===== src/rtl/handshake_and_envelope_deframer_defines.svh =====
// Assertion macros for the handshake and envelope deframer.
// Define NO_ASSERTIONS to compile the checks away.
`ifndef HANDSHAKE_AND_ENVELOPE_DEFRAMER_DEFINES_SVH
`define HANDSHAKE_AND_ENVELOPE_DEFRAMER_DEFINES_SVH

`ifndef NO_ASSERTIONS
// check outside reset
`define HED_ASSERT(label, prop) \
   label: assert property (@(posedge clock) disable iff (reset) prop) \
      else $error("deframer check failed");
// check that also holds while reset is high
`define HED_ASSERT_RST(label, prop) \
   label: assert property (@(posedge clock) prop) \
      else $error("deframer reset check failed");
`else
`define HED_ASSERT(label, prop)
`define HED_ASSERT_RST(label, prop)
`endif

`endif


===== src/rtl/hed_pkg.sv =====
// Shared types and constants of the handshake and envelope deframer.
// No dependencies.
`default_nettype none

package hed_pkg;

   localparam int unsigned ByteW      = 8;
   localparam int unsigned HdrBytes   = 6;
   localparam int unsigned HdrCntW    = 3;
   localparam int unsigned WordW      = HdrBytes * ByteW;
   localparam int unsigned TypeW      = 16;
   localparam int unsigned LenW       = 32;
   localparam int unsigned MagicW     = 32;
   localparam int unsigned VersionW   = 16;
   localparam int unsigned KindW      = 2;
   localparam int unsigned ErrW       = 2;
   localparam int unsigned CsrIdxW    = 2;
   localparam int unsigned CsrDataW   = 32;
   localparam int unsigned RspDataW   = 64;
   localparam int unsigned QueueDepth = 4;
   localparam logic [LenW-1:0] MaxPayloadReset = 32'd16777216;

   typedef enum logic [KindW-1:0] {
      KIND_HELLO  = 2'd0,
      KIND_HEADER = 2'd1,
      KIND_DATA   = 2'd2,
      KIND_ERROR  = 2'd3
   } kind_type;

   typedef enum logic [ErrW-1:0] {
      ERR_MAGIC   = 2'd0,
      ERR_VERSION = 2'd1,
      ERR_LENGTH  = 2'd2
   } err_type;

   typedef enum logic [CsrIdxW-1:0] {
      CSR_MAGIC       = 2'd0,
      CSR_VERSION     = 2'd1,
      CSR_MAX_PAYLOAD = 2'd2
   } csr_idx_type;

   typedef struct packed {
      kind_type               kind;
      err_type                err;
      logic                   last;
      logic [WordW-1:0]       word;
   } entry_type;

   typedef struct packed {
      logic      valid;
      entry_type entry;
   } push_type;

endpackage

`default_nettype wire


===== src/rtl/hed_front.sv =====
// Front end: register file, hello and envelope header gathering, classification.
// Depends on hed_pkg and the deframer assertion macros.
`default_nettype none
`include "handshake_and_envelope_deframer_defines.svh"

module hed_front
   import hed_pkg::*;
(
   input  wire logic                 clock,
   input  wire logic                 reset,
   input  wire logic                 req_tvalid,
   output logic                      req_tready,
   input  wire logic [ByteW-1:0]     req_tdata,
   input  wire logic                 csr_we,
   input  wire logic [CsrIdxW-1:0]   csr_index,
   input  wire logic [CsrDataW-1:0]  csr_wdata,
   input  wire logic                 queue_full,
   output push_type                  push
);

   typedef enum logic [1:0] {
      PH_HELLO   = 2'd0,
      PH_HEADER  = 2'd1,
      PH_PAYLOAD = 2'd2,
      PH_HALT    = 2'd3
   } phase_type;

   phase_type             phase_ff, phase_in;
   logic [HdrCntW-1:0]    count_ff, count_in;
   logic [WordW-1:0]      hdr_ff, hdr_in;
   logic [LenW-1:0]       left_ff, left_in;
   logic [MagicW-1:0]     magic_ff;
   logic [VersionW-1:0]   version_ff;
   logic [LenW-1:0]       max_ff;

   logic                  accept;
   logic                  hdr_done;
   logic [WordW-1:0]      full_word;
   logic [LenW-1:0]       env_len;

   assign req_tready = !queue_full;
   assign accept     = req_tvalid && req_tready;
   assign full_word  = {req_tdata, hdr_ff[WordW-1:ByteW]};
   assign hdr_done   = (count_ff == HdrCntW'(HdrBytes - 1));
   assign env_len    = full_word[TypeW +: LenW];

   always_ff @(posedge clock) begin
      if (reset) begin
         magic_ff   <= '0;
         version_ff <= '0;
         max_ff     <= MaxPayloadReset;
      end else if (csr_we) begin
         unique case (csr_index)
            CSR_MAGIC:       magic_ff   <= csr_wdata[MagicW-1:0];
            CSR_VERSION:     version_ff <= csr_wdata[VersionW-1:0];
            CSR_MAX_PAYLOAD: max_ff     <= csr_wdata[LenW-1:0];
            default: begin
            end
         endcase
      end
   end

   always_comb begin
      phase_in = phase_ff;
      count_in = count_ff;
      hdr_in   = hdr_ff;
      left_in  = left_ff;
      push     = '0;
      if (accept) begin
         unique case (phase_ff)
            PH_HELLO, PH_HEADER: begin
               hdr_in = full_word;
               if (!hdr_done) begin
                  count_in = count_ff + 1'b1;
               end else begin
                  count_in   = '0;
                  push.valid = 1'b1;
                  push.entry.word = full_word;
                  if (phase_ff == PH_HELLO) begin
                     priority if (full_word[MagicW-1:0] != magic_ff) begin
                        phase_in         = PH_HALT;
                        push.entry.kind  = KIND_ERROR;
                        push.entry.err   = ERR_MAGIC;
                     end else if (full_word[MagicW +: VersionW] != version_ff) begin
                        phase_in         = PH_HALT;
                        push.entry.kind  = KIND_ERROR;
                        push.entry.err   = ERR_VERSION;
                     end else begin
                        phase_in         = PH_HEADER;
                        push.entry.kind  = KIND_HELLO;
                     end
                  end else begin
                     priority if (env_len > max_ff) begin
                        phase_in         = PH_HALT;
                        push.entry.kind  = KIND_ERROR;
                        push.entry.err   = ERR_LENGTH;
                     end else if (env_len == '0) begin
                        push.entry.kind  = KIND_HEADER;
                        push.entry.last  = 1'b1;
                     end else begin
                        phase_in         = PH_PAYLOAD;
                        left_in          = env_len;
                        push.entry.kind  = KIND_HEADER;
                     end
                  end
               end
            end
            PH_PAYLOAD: begin
               push.valid      = 1'b1;
               push.entry.kind = KIND_DATA;
               push.entry.word = WordW'(req_tdata);
               left_in         = left_ff - 1'b1;
               if (left_ff <= LenW'(1)) begin
                  push.entry.last = 1'b1;
                  left_in         = '0;
                  phase_in        = PH_HEADER;
                  count_in        = '0;
               end
            end
            PH_HALT: begin
            end
            default: begin
            end
         endcase
      end
   end

   always_ff @(posedge clock) begin
      if (reset) begin
         phase_ff <= PH_HELLO;
         count_ff <= '0;
         hdr_ff   <= '0;
         left_ff  <= '0;
      end else begin
         phase_ff <= phase_in;
         count_ff <= count_in;
         hdr_ff   <= hdr_in;
         left_ff  <= left_in;
      end
   end

   `HED_ASSERT(a_halt_silent, phase_ff == PH_HALT |-> !push.valid)
   `HED_ASSERT(a_push_room, push.valid |-> !queue_full)
   `HED_ASSERT(a_count_bound, count_ff <= HdrCntW'(HdrBytes - 1))

endmodule

`default_nettype wire


===== src/rtl/hed_queue.sv =====
// Short result queue between the front end and the output stage.
// Depends on hed_pkg and the deframer assertion macros.
`default_nettype none
`include "handshake_and_envelope_deframer_defines.svh"

module hed_queue
   import hed_pkg::*;
#(
   parameter int unsigned DEPTH = QueueDepth
)
(
   input  wire logic       clock,
   input  wire logic       reset,
   input  wire push_type   push,
   output logic            full,
   output logic            head_valid,
   output entry_type       head,
   input  wire logic       pop
);

   localparam int unsigned PTR_W = (DEPTH > 1) ? $clog2(DEPTH) : 1;
   localparam int unsigned CNT_W = $clog2(DEPTH + 1);

   entry_type            mem_ff [DEPTH];
   logic [PTR_W-1:0]     wr_ptr_ff, wr_ptr_in;
   logic [PTR_W-1:0]     rd_ptr_ff, rd_ptr_in;
   logic [CNT_W-1:0]     count_ff, count_in;
   logic                 do_push;
   logic                 do_pop;

   assign full       = (count_ff == CNT_W'(DEPTH));
   assign head_valid = (count_ff != '0);
   assign head       = mem_ff[rd_ptr_ff];
   assign do_push    = push.valid && !full;
   assign do_pop     = pop && head_valid;

   always_comb begin
      wr_ptr_in = wr_ptr_ff;
      rd_ptr_in = rd_ptr_ff;
      count_in  = count_ff;
      if (do_push) begin
         wr_ptr_in = (wr_ptr_ff == PTR_W'(DEPTH - 1)) ? '0 : wr_ptr_ff + 1'b1;
      end
      if (do_pop) begin
         rd_ptr_in = (rd_ptr_ff == PTR_W'(DEPTH - 1)) ? '0 : rd_ptr_ff + 1'b1;
      end
      priority if (do_push && !do_pop) begin
         count_in = count_ff + 1'b1;
      end else if (do_pop && !do_push) begin
         count_in = count_ff - 1'b1;
      end
   end

   always_ff @(posedge clock) begin
      if (do_push) begin
         mem_ff[wr_ptr_ff] <= push.entry;
      end
   end

   always_ff @(posedge clock) begin
      if (reset) begin
         wr_ptr_ff <= '0;
         rd_ptr_ff <= '0;
         count_ff  <= '0;
      end else begin
         wr_ptr_ff <= wr_ptr_in;
         rd_ptr_ff <= rd_ptr_in;
         count_ff  <= count_in;
      end
   end

   `HED_ASSERT_RST(a_reset_empty, reset |=> count_ff == '0)
   `HED_ASSERT(a_count_range, count_ff <= CNT_W'(DEPTH))
   `HED_ASSERT(a_fill_up, do_push && !do_pop |=> count_ff == $past(count_ff) + 1'b1)
   `HED_ASSERT(a_no_underflow, pop |-> head_valid)

endmodule

`default_nettype wire


===== src/rtl/hed_back.sv =====
// Output stage: pops queued results and formats the response register.
// Depends on hed_pkg.
`default_nettype none

module hed_back
   import hed_pkg::*;
(
   input  wire logic                 clock,
   input  wire logic                 reset,
   input  wire logic                 head_valid,
   input  wire entry_type            head,
   output logic                      pop,
   output logic                      rsp_tvalid,
   input  wire logic                 rsp_tready,
   output logic [RspDataW-1:0]       rsp_tdata,
   output logic [KindW-1:0]          rsp_tuser,
   output logic                      rsp_tlast
);

   localparam int unsigned PAD_W = RspDataW - (TypeW + LenW + ByteW + ErrW);

   logic                   valid_ff;
   logic [RspDataW-1:0]    data_ff, data_in;
   logic [KindW-1:0]       user_ff;
   logic                   last_ff;

   logic [TypeW-1:0]       f_type;
   logic [LenW-1:0]        f_len;
   logic [ByteW-1:0]       f_data;
   logic [ErrW-1:0]        f_err;

   assign pop = head_valid && (!valid_ff || rsp_tready);

   always_comb begin
      f_type = '0;
      f_len  = '0;
      f_data = '0;
      f_err  = '0;
      unique case (head.kind)
         KIND_HEADER: begin
            f_type = head.word[TypeW-1:0];
            f_len  = head.word[TypeW +: LenW];
         end
         KIND_DATA:  f_data = head.word[ByteW-1:0];
         KIND_ERROR: f_err  = head.err;
         default: begin
         end
      endcase
      data_in = {PAD_W'(0), f_err, f_data, f_len, f_type};
   end

   always_ff @(posedge clock) begin
      if (reset) begin
         valid_ff <= 1'b0;
      end else if (pop) begin
         valid_ff <= 1'b1;
      end else if (rsp_tready) begin
         valid_ff <= 1'b0;
      end
   end

   always_ff @(posedge clock) begin
      if (pop) begin
         data_ff <= data_in;
         user_ff <= head.kind;
         last_ff <= head.last;
      end
   end

   assign rsp_tvalid = valid_ff;
   assign rsp_tdata  = data_ff;
   assign rsp_tuser  = user_ff;
   assign rsp_tlast  = last_ff;

endmodule

`default_nettype wire


===== src/rtl/handshake_and_envelope_deframer.sv =====
// Handshake and envelope deframer: peer hello check and length-prefixed framing.
// Use: feed received link bytes on req_* (one byte per request); results appear
// on rsp_* with kind in rsp_tuser: hello accepted, message header, payload byte
// or error. rsp_tlast marks the final payload byte, or a header with no payload.
// Registers are written on csr_* (index 0 magic, 1 version, 2 max payload); write
// them only while the block is idle, as the block itself does not enforce this.
// Throughput: one byte per cycle, held by the front end taking a byte every
// cycle the result queue has room and the output register draining one result
// per cycle while rsp_tready is high.
// Path: a result is written into the queue as its byte is taken, then loaded into
// the output register; header bytes one to five give no result.
// Reset: synchronous; registers return to magic 0, version 0, max payload 2**24,
// and the block waits for a new hello. After an error bytes are taken and
// dropped until reset.
// Stall: while rsp_tready is low the output register holds; the queue absorbs
// up to QUEUE_DEPTH results, then req_tready drops.
// Depends on hed_pkg, hed_front, hed_queue and hed_back.
`default_nettype none

module handshake_and_envelope_deframer
   import hed_pkg::*;
#(
   parameter int unsigned QUEUE_DEPTH = QueueDepth
)
(
   input  wire logic                 clock,
   input  wire logic                 reset,
   input  wire logic                 req_tvalid,
   output logic                      req_tready,
   input  wire logic [ByteW-1:0]     req_tdata,    // [7:0] in_byte
   output logic                      rsp_tvalid,
   input  wire logic                 rsp_tready,
   // [15:0] msg_type, [47:16] msg_length, [55:48] data, [57:56] error_code
   output logic [RspDataW-1:0]       rsp_tdata,
   output logic [KindW-1:0]          rsp_tuser,    // [1:0] kind
   output logic                      rsp_tlast,
   input  wire logic                 csr_we,
   input  wire logic [CsrIdxW-1:0]   csr_index,
   input  wire logic [CsrDataW-1:0]  csr_wdata
);

   push_type    push;
   logic        queue_full;
   logic        head_valid;
   entry_type   head;
   logic        pop;

   hed_front u_front (
      .clock      (clock),
      .reset      (reset),
      .req_tvalid (req_tvalid),
      .req_tready (req_tready),
      .req_tdata  (req_tdata),
      .csr_we     (csr_we),
      .csr_index  (csr_index),
      .csr_wdata  (csr_wdata),
      .queue_full (queue_full),
      .push       (push)
   );

   hed_queue #(
      .DEPTH (QUEUE_DEPTH)
   ) u_queue (
      .clock      (clock),
      .reset      (reset),
      .push       (push),
      .full       (queue_full),
      .head_valid (head_valid),
      .head       (head),
      .pop        (pop)
   );

   hed_back u_back (
      .clock      (clock),
      .reset      (reset),
      .head_valid (head_valid),
      .head       (head),
      .pop        (pop),
      .rsp_tvalid (rsp_tvalid),
      .rsp_tready (rsp_tready),
      .rsp_tdata  (rsp_tdata),
      .rsp_tuser  (rsp_tuser),
      .rsp_tlast  (rsp_tlast)
   );

endmodule

`default_nettype wire


===== config.mk =====
export PLATFORM = sky130hd
export DESIGN_NAME = handshake_and_envelope_deframer
export DESIGN_NICKNAME = d
export VERILOG_FILES = /design/src/rtl/hed_pkg.sv /design/src/rtl/hed_front.sv /design/src/rtl/hed_queue.sv /design/src/rtl/hed_back.sv /design/src/rtl/handshake_and_envelope_deframer.sv
export VERILOG_INCLUDE_DIRS = /design/src /design/src/rtl
export SDC_FILE = /design/constraint.sdc
export NUM_CORES = 1
export LEC_CHECK = 0
export BUFFER_PORTS_ARGS = -buffer_cell sky130_fd_sc_hd__buf_4
export CORE_MARGIN = 2
export CORE_UTILIZATION = 45
export CTS_BUF_LIST = sky130_fd_sc_hd__clkbuf_8
export DETAILED_ROUTE_END_ITERATION = 12
export PLACE_DENSITY = 0.74
export SYNTH_ARGS = -nofsm -noshare
export SYNTH_HDL_FRONTEND = slang
export SYNTH_HIERARCHICAL = 1
export SYNTH_SLANG_ARGS = --single-unit

===== constraint.sdc =====
create_clock -name clock -period 3.55 [get_ports clock]
set_input_delay 0.5325 -clock clock [delete_from_list [all_inputs] [get_ports clock]]
set_output_delay 0.5325 -clock clock [all_outputs]
set_load 0.02 [all_outputs]

==> results.cfg <==
[cells_and_area]
nNetsFinal = 1869
area_growth_pct = 15.44
final_area_um2 = 22240
final_common_cell = nand2_1
final_cell_mix = nand2_1 (276), edfxtp_1 (273), dfxtp_1 (165), buf_4 (163), a21oi_1 (161)
fin_util = 0.5278
fin_cells = 2374
drive_gt1_frac = 0.1947

[pwr]
vdd_drop_max_v = 0.0002686
powerDensity_nw_per_um2 = 506.8
power.switching_w = 0.003017
leakagePower_nw = 8.305
switching_share = 0.2677
intPower_w = 0.008252
p_clk_frac = 0.373
p_comb_frac = 0.122
seq_power_share = 0.506

[clock_network]
cts.repair.resized = 0
numCtsBuffers = 73
cts_tree = done
clk_latency_ns = 0.63
hold_buffers = 0
clockBufferDepth = 3
cts_htree_levels = 3
cts_sinks = 440
clockRootBuffer = clkbuf_8
cts_setup_buffers = 0
clk_pin_slew_worst_paths_ns = 0.06

[detailed_routing]
routed_via_density = 5.747
drt-initial-drc-count = 1218
ant_nets = 0
drc = 0
vias = 13640
wl_um = 51120
wl_per_cell_um = 21.53
dr.pass1.iters = 6

[yosys]
synth_area_leader_cell = edfxtp_1
synth_warnings = 6
synth_cell_types = 79
syn-cell-area_um2 = 19260
synth-edff-count = 273
yosysSeqAreaShare = 0.5991
synth_area_leaders = edfxtp_1 (43%), dfxtp_1 (17%), mux4_2 (6.2%)
synth_top_area_frac = 0.4256
synthArstFlopShare = 0
synthFlopType = edfxtp_1
synth-seq-cells = 440
synthCells = 1624
avgSynthCellArea_um2 = 11.86

[worst_setup_path]
critPathKind = flip-flop to flip-flop
path_cells = or3b_1, clkinv_4, inv_1, nand2_1, nor2_1, inv_1, nor2_2, ha_1, inv_1, fa_1, xor2_1, or3_2, a21oi_1
cp.arrival_ns = 3.71
worstPathMaxFanout = 7
crit_slowest_cell = dfxtp_1
cp_common_cell = inv_1
crit_buf_inv = 4
startpoint_type = flip-flop
required_ns = 4.09
slowest_delay_ns = 0.44
worst_setup_path_end_kind = flip-flop
critical_path.top_delay_family = simple AND/OR/NAND/NOR gates

[global_routing]
grt_max_degree = 100
grt_pass1_vias = 13250
grt-ovfl-total = 0
antenna_found_initial = 0
grt_pass1_wl_um = 77890
grtUsageTotal = 0.2309

[run]
drv_cap = 0

[sta]
setup_viol = 0
finalClockSkew_ns = 0.03130
slew_headroom = 0.2558
final_hold_viol_count = 0
drv_slew = 0
fin_hold_ws_ns = 0.1561
tns_ns = 0
fin_crit_sh = 0.8943
max_freq_ghz = 0.3150
worstMarginPinSlew_ns = 1.116
rsz0062_at_grt = false
period_minus_slack_ns = 3.175

[floorplanning]
die_h_um = 210.9
ioPinCount = 116
start_util = 0.4572
die_w_um = 210.9
die_area_um2 = 44480
rows = 75
core-area_um2 = 42130

[placed_design]
io_buffers = 109
gp_congestion = 0.9356
place_hpwl_um = 34460
post_dp_cell_area_um2 = 20870
post-place-cells = 2241

[hold_path]
hold_class = input pin to flip-flop

[status]
outcome = complete, no violations
power groups by stage:
stage	registers (W)	logic (W)	clock network, W
final	0.00570	0.00137	0.00420
after global routing	0.00572	0.00147	0.00452
after floorplan	0.00593	0.000648	0
after global placement	0.00580	0.00134	0
after detailed placement	0.00581	0.00136	0
after CTS	0.00570	0.00136	0.00429
kinds of logic after synthesis:
family,synth area share
mux,0.06645
flops,0.5991
fa+ha+maj,0.02962
other cells,0.0001947
compound gates,0.09671
buf+inv,0.03481
xor+xnor,0.02592
simple gates,0.1472
cells in the mapped netlist, types with 5 or more instances:
cell type	count
o22ai_1	14
and3_1	7
nor4_1	31
a31oi_1	5
a21oi_1	161
nor3_1	19
buf_4	7
buf_2	9
inv_1	50
dfxtp_1	167
o31ai_1	14
nor2_1	40
o21a_1	13
buf_6	9
buf_1	6
nand3_1	19
mux4_2	53
xnor2_1	33
mux2i_1	6
a221oi_1	5
o211ai_1	14
edfxtp_1	273
a22o_1	9
nor2b_1	8
a22oi_1	13
ha_1	44
xor2_1	24
o32ai_1	7
o21ai_0	26
and2_1	100
clkbuf_1	62
nand2_1	276
nand4_1	18
worst reg2reg max path, cell delays in order (launching register included):
cell and delay (ns):
dfxtp_1 0.44, or3b_1 0.30, clkinv_4 0.10, inv_1 0.08, nand2_1 0.17, nor2_1 0.34, inv_1 0.12, nor2_2 0.17
ha_1 0.20, inv_1 0.06, fa_1 0.38, xor2_1 0.18, or3_2 0.41, a21oi_1 0.16
path summary, 6_finish.rpt:
check / start / to / slack (ns) / depth (start not counted)
worst max register to register: u_queue/count_ff[0]$_SDFFE_PP0P_ / u_queue/count_ff[2]$_SDFFE_PP0P_ / 0.38 / 13
worst max-delay path: u_queue/count_ff[0]$_SDFFE_PP0P_ / u_queue/count_ff[2]$_SDFFE_PP0P_ / 0.38 / 13
worst min register to register: u_front/max_ff[23]$_SDFFE_PP0P_ / u_front/max_ff[23]$_SDFFE_PP0P_ / 0.45 / 2
worst min-delay path: csr_wdata[22] / u_front/max_ff[22]$_SDFFE_PP0P_ / 0.16 / 3
routing by layer:
metal  global-route usage  routed length, um  up-vias
met2               0.3550              23160      623
met4               0.1037               1968        0
met1               0.3221              22170     6666
li1                     -                  -     6229
met5                    0                  0        -
met3              0.04074               3817      125
stage by stage:
stage                     setup WS [ns]  total power [W]
final                            0.3754          0.01127
after floorplan                  0.5711         0.006579
after global routing            0.08228          0.01170
after detailed placement         0.3987         0.007167
after global placement           0.4904         0.007141
after CTS                        0.4056          0.01135
sequential cells by signal, indices dropped and copies added, names as in the netlist, named ones only:
| register | cells |
|---|---|
| u_queue/mem_ff | 212 |
| u_front/left_ff | 32 |
| u_front/magic_ff | 32 |
| u_back/rsp_tdata | 58 |
| u_back/rsp_tuser | 2 |
| u_queue/wr_ptr_ff | 2 |
| u_front/version_ff | 16 |
| u_front/phase_ff | 2 |
| u_queue/rd_ptr_ff | 2 |
| u_queue/count_ff | 3 |
| u_back/rsp_tlast | 1 |
| u_front/hdr_ff | 40 |
| u_front/count_ff | 3 |
| u_back/rsp_tvalid | 1 |
| u_front/max_ff | 32 |
final cells by class:
cell class,count,area [um^2]
tap,539,674.4
antenna,1,2.502
sequential,440,11550
inverter,51,196.4
multi-input combinational,1041,7091
clock buffer,82,1129
fill,3575,19900
clock inverter,50,235.2
timing repair buffer,170,1364
No activity file was read; power rests on OpenSTA's default activity.
